## src/spimf_pkg.sv

```systemverilog
// ----------------------------------------------------------------------------
// SPI master package
// Shared word types, command codes, register indexes and the byte period.
// ----------------------------------------------------------------------------
`default_nettype none

package spimf_pkg;

	localparam logic [1:0] CMD_TICK  = 2'd0;
	localparam logic [1:0] CMD_WRITE = 2'd1;
	localparam logic [1:0] CMD_READ  = 2'd2;

	localparam logic [1:0] CFG_ENABLE    = 2'd0;
	localparam logic [1:0] CFG_CLOCK_SEL = 2'd1;
	localparam logic [1:0] CFG_IRQ_MASK  = 2'd2;

	localparam int CFG_DATA_W = 4;
	localparam int TIMER_W    = 10;

	// Word taken in on the input side.
	typedef struct packed {
		logic [1:0] command;
		logic [7:0] data_byte;
		logic [7:0] miso_byte;
	} in_item_t;

	// Word delivered on the result side.
	typedef struct packed {
		logic [7:0] read_byte;
		logic [3:0] status_bits;
		logic       interrupt;
		logic [7:0] shift_byte;
		logic       transfer_done;
	} out_item_t;

	// Classified word passed from the front to the back.
	typedef struct packed {
		logic       is_tick;
		logic       is_write;
		logic       is_read;
		logic [7:0] data_byte;
		logic [7:0] miso_byte;
	} op_item_t;

	// Byte period in clock ticks: 16 shifted left by the code, capped at 512.
	function automatic logic [TIMER_W-1:0] period_for(input logic [2:0] code);
		logic [TIMER_W-1:0] p;
		if (code >= 3'd5) begin
			p = TIMER_W'(512);
		end else begin
			p = TIMER_W'(16) << code;
		end
		return p;
	endfunction

endpackage

`default_nettype wire

```

## src/spi_master_with_byte_fifos.sv

```systemverilog
// ----------------------------------------------------------------------------
// SPI master with byte FIFOs
// Each input word is a clock tick, a transmit byte write, a receive byte read
// or the unused code, and gives exactly one result word. The block takes one
// word per clock cycle sustained: a two-entry queue holds decoded words, the
// back end carries out one word per cycle, and a two-entry result queue holds
// results until they are popped. A pushed word is registered in both queues
// in turn before it reaches the result ports. Throughput drops only while the
// result queue is full. Configuration writes take effect at the next clock
// edge and should be made while no word is in flight.
// ----------------------------------------------------------------------------
`default_nettype none

module spi_master_with_byte_fifos
	import spimf_pkg::*;
#(
	parameter int FIFO_DEPTH = 2
) (
	input  wire logic                  clk,
	input  wire logic                  arst_n,
	input  wire logic                  cfg_write,
	input  wire logic [1:0]            cfg_index,
	input  wire logic [CFG_DATA_W-1:0] cfg_data,
	input  wire logic                  push,
	input  wire in_item_t              item,
	output logic                       full,
	input  wire logic                  pop,
	output out_item_t                  result,
	output logic                       empty
);

	op_item_t  op_item;
	logic      op_empty;
	logic      op_pop;
	logic      res_full;
	logic      res_push;
	out_item_t res_item;

	spimf_front u_front (
		.clk     (clk),
		.arst_n  (arst_n),
		.push    (push),
		.item    (item),
		.full    (full),
		.op_pop  (op_pop),
		.op_item (op_item),
		.op_empty(op_empty)
	);

	spimf_back #(
		.FIFO_DEPTH(FIFO_DEPTH)
	) u_back (
		.clk      (clk),
		.arst_n   (arst_n),
		.cfg_write(cfg_write),
		.cfg_index(cfg_index),
		.cfg_data (cfg_data),
		.op_item  (op_item),
		.op_empty (op_empty),
		.op_pop   (op_pop),
		.res_full (res_full),
		.res_push (res_push),
		.res_item (res_item)
	);

	spimf_queue #(
		.WIDTH($bits(out_item_t))
	) u_res_queue (
		.clk   (clk),
		.arst_n(arst_n),
		.push  (res_push),
		.din   (res_item),
		.full  (res_full),
		.pop   (pop),
		.dout  (result),
		.empty (empty)
	);

endmodule

`default_nettype wire

```

## src/spimf_queue.sv

```systemverilog
// ----------------------------------------------------------------------------
// Two-entry word queue
// Small circular queue that decouples a producer from a consumer; a push and
// a pop may happen in the same cycle.
// ----------------------------------------------------------------------------
`default_nettype none

module spimf_queue #(
	parameter int WIDTH = 8
) (
	input  wire logic             clk,
	input  wire logic             arst_n,
	input  wire logic             push,
	input  wire logic [WIDTH-1:0] din,
	output logic                  full,
	input  wire logic             pop,
	output logic [WIDTH-1:0]      dout,
	output logic                  empty
);

	logic [WIDTH-1:0] entry_q [2];
	logic             wr_ptr_q;
	logic             rd_ptr_q;
	logic [1:0]       count_q;
	logic             do_push;
	logic             do_pop;

	assign full    = (count_q == 2'd2);
	assign empty   = (count_q == 2'd0);
	assign do_push = push && !full;
	assign do_pop  = pop && !empty;
	assign dout    = entry_q[rd_ptr_q];

	always_ff @(posedge clk or negedge arst_n) begin
		if (!arst_n) begin
			wr_ptr_q <= 1'b0;
			rd_ptr_q <= 1'b0;
			count_q  <= 2'd0;
		end else begin
			if (do_push) begin
				wr_ptr_q <= !wr_ptr_q;
			end
			if (do_pop) begin
				rd_ptr_q <= !rd_ptr_q;
			end
			if (do_push && !do_pop) begin
				count_q <= count_q + 2'd1;
			end else if (do_pop && !do_push) begin
				count_q <= count_q - 2'd1;
			end
		end
	end

	always_ff @(posedge clk) begin
		if (do_push) begin
			entry_q[wr_ptr_q] <= din;
		end
	end

endmodule

`default_nettype wire

```

## src/spimf_front.sv

```systemverilog
// ----------------------------------------------------------------------------
// SPI master front end
// Takes input words, decodes the command and queues the classified word for
// the back end.
// ----------------------------------------------------------------------------
`default_nettype none

module spimf_front
	import spimf_pkg::*;
(
	input  wire logic     clk,
	input  wire logic     arst_n,
	input  wire logic     push,
	input  wire in_item_t item,
	output logic          full,
	input  wire logic     op_pop,
	output op_item_t      op_item,
	output logic          op_empty
);

	op_item_t decoded;

	always_comb begin
		decoded           = '0;
		decoded.data_byte = item.data_byte;
		decoded.miso_byte = item.miso_byte;
		case (item.command)
			CMD_TICK:  decoded.is_tick  = 1'b1;
			CMD_WRITE: decoded.is_write = 1'b1;
			CMD_READ:  decoded.is_read  = 1'b1;
			// The unused code carries no operation and only reports state.
			default:   decoded.is_tick  = 1'b0;
		endcase
	end

	spimf_queue #(
		.WIDTH($bits(op_item_t))
	) u_op_queue (
		.clk   (clk),
		.arst_n(arst_n),
		.push  (push),
		.din   (decoded),
		.full  (full),
		.pop   (op_pop),
		.dout  (op_item),
		.empty (op_empty)
	);

endmodule

`default_nettype wire

```

## src/spimf_back.sv

```systemverilog
// ----------------------------------------------------------------------------
// SPI master back end
// Holds the FIFOs, byte timer, shift register, status and configuration, and
// carries out one classified word per cycle while the result queue has room.
// ----------------------------------------------------------------------------
`default_nettype none

module spimf_back
	import spimf_pkg::*;
#(
	parameter int FIFO_DEPTH = 2
) (
	input  wire logic                  clk,
	input  wire logic                  arst_n,
	input  wire logic                  cfg_write,
	input  wire logic [1:0]            cfg_index,
	input  wire logic [CFG_DATA_W-1:0] cfg_data,
	input  wire op_item_t              op_item,
	input  wire logic                  op_empty,
	output logic                       op_pop,
	input  wire logic                  res_full,
	output logic                       res_push,
	output out_item_t                  res_item
);

	localparam int FILL_W = $clog2(FIFO_DEPTH + 1);
	localparam int IDX_W  = (FIFO_DEPTH > 1) ? $clog2(FIFO_DEPTH) : 1;
	localparam logic [FILL_W-1:0] DEPTH_F = FILL_W'(FIFO_DEPTH);

	logic               enable_q;
	logic [2:0]         clock_sel_q;
	logic [3:0]         irq_mask_q;

	logic [7:0]         tx_store_q [FIFO_DEPTH];
	logic [7:0]         rx_store_q [FIFO_DEPTH];
	logic [FILL_W-1:0]  tx_fill_q;
	logic [FILL_W-1:0]  rx_fill_q;
	logic [TIMER_W-1:0] timer_q;
	logic [7:0]         shift_q;
	logic [3:0]         status_q;

	logic [FILL_W-1:0]  tx_fill_d;
	logic [FILL_W-1:0]  rx_fill_d;
	logic [TIMER_W-1:0] timer_d;
	logic [TIMER_W-1:0] timer_dec;
	logic [7:0]         shift_d;
	logic [3:0]         status_d;
	logic [FILL_W-1:0]  tx_last;
	logic               tx_push;
	logic               rx_push;
	logic               rx_pop;
	logic               go;

	// An item is carried out only when the result queue has a free entry; a
	// full queue takes no push even while it is being popped.
	assign go       = !op_empty && !res_full;
	assign op_pop   = go;
	assign res_push = go;
	assign tx_last  = tx_fill_q - FILL_W'(1);

	always_comb begin
		tx_fill_d = tx_fill_q;
		rx_fill_d = rx_fill_q;
		timer_d   = timer_q;
		timer_dec = timer_q;
		shift_d   = shift_q;
		status_d  = status_q;
		tx_push   = 1'b0;
		rx_push   = 1'b0;
		rx_pop    = 1'b0;
		res_item  = '0;
		if (go) begin
			if (op_item.is_write) begin
				if (tx_fill_q < DEPTH_F) begin
					tx_push   = 1'b1;
					tx_fill_d = tx_fill_q + FILL_W'(1);
				end
			end else if (op_item.is_read) begin
				res_item.read_byte = rx_store_q[0];
				if (rx_fill_q != '0) begin
					rx_pop    = 1'b1;
					rx_fill_d = rx_fill_q - FILL_W'(1);
				end
			end else if (op_item.is_tick && enable_q) begin
				if (timer_q != '0) begin
					timer_dec = timer_q - TIMER_W'(1);
				end
				timer_d = timer_dec;
				if (timer_q == TIMER_W'(1)) begin
					res_item.transfer_done = 1'b1;
					if (rx_fill_q < DEPTH_F) begin
						rx_push   = 1'b1;
						rx_fill_d = rx_fill_q + FILL_W'(1);
					end
				end
				if (tx_fill_q != '0 && timer_dec == '0) begin
					tx_fill_d = tx_last;
					shift_d   = tx_store_q[tx_last[IDX_W-1:0]];
					timer_d   = period_for(clock_sel_q);
				end
				status_d = {tx_fill_d < DEPTH_F, tx_fill_d == '0,
					rx_fill_d != '0, rx_fill_d >= DEPTH_F};
				res_item.interrupt = |(status_d & ~irq_mask_q);
			end
		end
		res_item.status_bits = status_d;
		res_item.shift_byte  = shift_d;
	end

	always_ff @(posedge clk or negedge arst_n) begin
		if (!arst_n) begin
			enable_q    <= 1'b0;
			clock_sel_q <= 3'd0;
			irq_mask_q  <= 4'd0;
			tx_fill_q   <= '0;
			rx_fill_q   <= '0;
			timer_q     <= '0;
			shift_q     <= 8'd0;
			status_q    <= 4'd0;
			for (int i = 0; i < FIFO_DEPTH; i++) begin
				rx_store_q[i] <= 8'd0;
			end
		end else begin
			if (cfg_write) begin
				case (cfg_index)
					CFG_ENABLE:    enable_q    <= cfg_data[0];
					CFG_CLOCK_SEL: clock_sel_q <= cfg_data[2:0];
					CFG_IRQ_MASK:  irq_mask_q  <= cfg_data[3:0];
					default:       enable_q    <= enable_q;
				endcase
			end
			tx_fill_q <= tx_fill_d;
			rx_fill_q <= rx_fill_d;
			timer_q   <= timer_d;
			shift_q   <= shift_d;
			status_q  <= status_d;
			// The receive head sits in entry 0; a pop moves the rest down and
			// leaves the last entry as it was.
			if (rx_pop) begin
				for (int i = 0; i + 1 < FIFO_DEPTH; i++) begin
					rx_store_q[i] <= rx_store_q[i + 1];
				end
			end else if (rx_push) begin
				rx_store_q[rx_fill_q[IDX_W-1:0]] <= op_item.miso_byte;
			end
		end
	end

	// Transmit entries need no reset: only written entries are ever read.
	always_ff @(posedge clk) begin
		if (tx_push) begin
			for (int i = FIFO_DEPTH - 1; i > 0; i--) begin
				tx_store_q[i] <= tx_store_q[i - 1];
			end
			tx_store_q[0] <= op_item.data_byte;
		end
	end

endmodule

`default_nettype wire

```

## config.mk

```make
export PLATFORM = sky130hd
export DESIGN_NAME = spi_master_with_byte_fifos
export DESIGN_NICKNAME = d
export VERILOG_FILES = /design/src/spimf_pkg.sv /design/src/spi_master_with_byte_fifos.sv /design/src/spimf_queue.sv /design/src/spimf_front.sv /design/src/spimf_back.sv
export SDC_FILE = /design/constraint.sdc
export NUM_CORES = 1
export LEC_CHECK = 0
export CAP_MARGIN = 20
export CORE_MARGIN = 2
export CORE_UTILIZATION = 58
export CTS_CLUSTER_SIZE = 8
export DETAILED_ROUTE_END_ITERATION = 7
export DONT_BUFFER_PORTS = 1
export GPL_ROUTABILITY_DRIVEN = 0
export MAX_ROUTING_LAYER = met4
export PLACE_DENSITY_LB_ADDON = 0.12
export SLEW_MARGIN = 5
export SYNTH_ARGS = -nofsm -noshare
export SYNTH_HDL_FRONTEND = slang
export SYNTH_HIERARCHICAL = 1
export SYNTH_SLANG_ARGS = --single-unit
```

## constraint.sdc

```tcl
create_clock -name clk -period 3.5 [get_ports clk]
set_input_delay 0.35 -clock clk [delete_from_list [all_inputs] [get_ports clk]]
set_output_delay 0.35 -clock clk [all_outputs]
set_load 0.05 [all_outputs]
```

==> metrics.md <==
| Metric | Value |
|---|---|
| Outcome | `completed` |
| Final WS setup | `419 ps` |
| Final ANT Viol Nets | `0` |
| Placed cells | `602` |
| Critical path launch point type | `register` |
| DIE HEIGHT | `111 um` |
| Min-Delay Path Class | `in2reg` |
| Sink Count | `156` |
| Gr usage total | `0.213` |
| Clock Path Buffers | `2` |
| Flop-to-flop setup slack | `420 ps` |
| Initial Utilization | `0.589` |
| CTS tree | `yes` |
| DIE WIDTH | `111 um` |
| First-pass GRT wire length | `19.6 mm` |
| Crit path cell chain | `inv_1 -> ha_1 -> or4b_4 -> o21ai_0 -> nand2_1 -> or4_1 -> o21ai_0 -> o21ai_0` |
| Routed wire length | `12.0 mm` |
| Reg-to-reg critical path startpoint | `u_back/timer_q[0]` |
| Place WS | `494 ps` |
| Crit path launch | `u_back/timer_q[0]` |
| Slew at the pin closest to its max-slew limit | `993 ps` |
| Num rows | `39` |
| Pwr/cell area | `1020 nW/um2` |
| Max incr delay on CP | `550 ps` |
| Setup TNS | `0 ps` |
| Gr ovfl total | `0` |
| Synth top area share | `0.442` |
| Yosys warns | `6` |
| Final core occ | `0.678` |
| Main flop type after synthesis | `edfxtp_1` |
| Share of cells above drive strength 1 | `0.213` |
| Worst path arrival time | `3220 ps` |
| CP Class | `reg2reg` |
| Worst vdd ir | `0.664 mV` |
| Pre-Repair DR Iteration Count | `4` |
| Mapped Avg Cell Area | `14.5 um2` |
| PortBufs | `0` |
| Post-synth EDFFs | `98` |
| Final Max Slew Viols | `0` |
| Post_cts resized | `0` |
| Post-Syn Instances | `460` |
| Mapped Nets | `495` |
| R2r worst-path depth | `8` |
| Most common cell in the netlist | `edfxtp_1` |
| Ant diodes | `0` |
| Final period utilization | `0.880` |
| RSZ-0062 raised after global routing | `no` |
| Fin crit period | `3080 ps` |
| Initial antenna violation count | `0` |
| Worst EP required | `3640 ps` |
| Overall Power | `0.00782 W` |
| Worst path slowest cell | `or4_1` |
| Register area share after synthesis | `0.659` |
| Critical path peak fanout | `8` |
| Crit path depth | `8` |
| CP most frequent cell | `o21ai_0` |
| Static Leak | `2.99 nW` |
| Post-synthesis cell area | `6670 um2` |
| Die ar. | `12400 um2` |
| Post-synth top cells | `edfxtp_1, dfrtp_1, mux2_2` |
| Drt wl/cell | `18.4 um` |
| Final net count | `529` |
| Number of global-route vias before repair | `3770` |
| Vias per Instance | `5.73` |
| Largest delay share family, worst path | `simple AND/OR/NAND/NOR gates` |
| Clock latency on the worst-skew pair | `430 ps` |
| Slew headroom | `0.338` |
| Worst-path clk slew | `60 ps` |
| Pin count of the biggest net entering global routing | `59` |
| # H-tree levels | `4` |
| Synth cell types | `58` |
| DRT iter0 DRCs | `256` |
| Area leader, netlist | `edfxtp_1` |
| Max Cap Viol | `0` |
| Setup Skew | `8.52 ps` |
| Area Overhead vs Synth | `15.1%` |
| Asr flop ratio synth | `0.372` |
| Worst Path Buf+Inv | `1` |
| Vias | `3724` |
| Fin cells | `650` |
| IO Pins | `53` |
| Inserted Clock Buffers | `17` |
| Remaining DRCs | `0` |
| Crit. End Element | `register` |
| Final setup viols | `0` |
| Final hold vios | `0` |
| Worst Setup EP | `u_res_queue/entry_q[0][13]` |
| Core ar. | `11300 um2` |
| F_max | `325 MHz` |
| Clk root buf | `clkbuf_16` |
| R2r endpoint | `u_res_queue/entry_q[0][13]` |
| Synth area leaders | `edfxtp_1, dfrtp_1, mux2_2` |
| Synthesis-stage register bit count | `156` |
| DP HPWL | `7.85 mm` |
cell usage in the layout, fill, tap and decap left out, types with 15 or more instances in the layout:
cell type and count:
edfxtp_1 98, dfrtp_1 58, mux2_2 53, nor2_1 34, mux2_1 20, inv_1 19, clkbuf_16 17, a21oi_1 16
dlygate4sd3_1 15, nand2_1 15
kinds of logic (layout without fill, tap and decap cells):
kind of cell,Yosys count,in the layout,share of synthesized area
AND/OR/NAND/NOR,114,114,0.0969
flip-flops,156,156,0.659
AO/OA/AOI/OAI,55,55,0.0526
buffers and inverters,31,78,0.0218
XOR/XNOR,14,14,0.0184
multiplexers,84,84,0.140
adder cells (fa/ha/maj),6,6,0.0113
routing by layer:
layer	track usage	up-vias	part of all wire
met5	-	-	0
met4	0.101	0	0.025
met3	0.0547	21	0.055
met2	0.297	109	0.45
met1	0.296	1805	0.47
li1	-	1789	-
metrics by stage:
stage / cell area [um2] / hold WS, ps
floorplan: 6670 / 54.4
global placement: 6860 / 56.1
detailed placement: 6860 / 57.1
CTS: 7620 / 0.0205
global route: 7670 / 4.17
finish: 7670 / 23.0
cell type report:
class | instances | area, um2
inverters | 19 | 71.3
flip-flops and latches | 156 | 4390
clock buffers | 20 | 447
multi-input cells | 273 | 2130
fillers | 804 | 3650
repair buffers | 27 | 260
clock inverters | 12 | 186
well taps | 143 | 179
worst min-delay path by stage:
| stage | from | endpoint | cells past startpoint |
|---|---|---|---|
| 2_1_floorplan | arst_n | u_back/clock_sel_q[0] | 0 |
| 3_3_place_gp | arst_n | u_back/timer_q[3] | 0 |
| 3_5_place_dp | arst_n | u_back/timer_q[1] | 0 |
| 4_1_cts | item[8] | u_front/u_op_queue/entry_q[1][8] | 0 |
| 5_1_grt | item[12] | u_front/u_op_queue/entry_q[1][12] | 0 |
| 6_report | item[9] | u_front/u_op_queue/entry_q[0][9] | 0 |
state kept, by name, summed over array words and instances (netlist names):
register,count
u_back/rx_store_q,16
u_back/tx_store_q,16
u_back/rx_fill_q,2
u_back/clock_sel_q,3
u_front/u_op_queue/entry_q,38
u_res_queue/entry_q,44
u_res_queue/wr_ptr_q,1
u_back/irq_mask_q,4
u_res_queue/rd_ptr_q,1
u_front/u_op_queue/wr_ptr_q,1
u_back/tx_fill_q,2
u_front/u_op_queue/rd_ptr_q,1
u_back/shift_q,8
u_back/timer_q,10
u_front/u_op_queue/count_q,2
u_res_queue/count_q,2
u_back/enable_q,1
u_back/status_q,4
where the power goes:
part	internal (W)	switching [W]	leakage (nW)
sequential	0.00278	0.000414	1.65
combinational	0.000861	0.00182	1.03
clock	0.00122	0.000723	0.303
repair_timing:
action / CTS / global route
hold buffers: 11 / 5
endpoints found under the setup margin: 0 / 0
setup buffers: 0 / 0
hold endpoints to repair: 74 / 9
No activity file was read; power rests on OpenSTA's default activity.
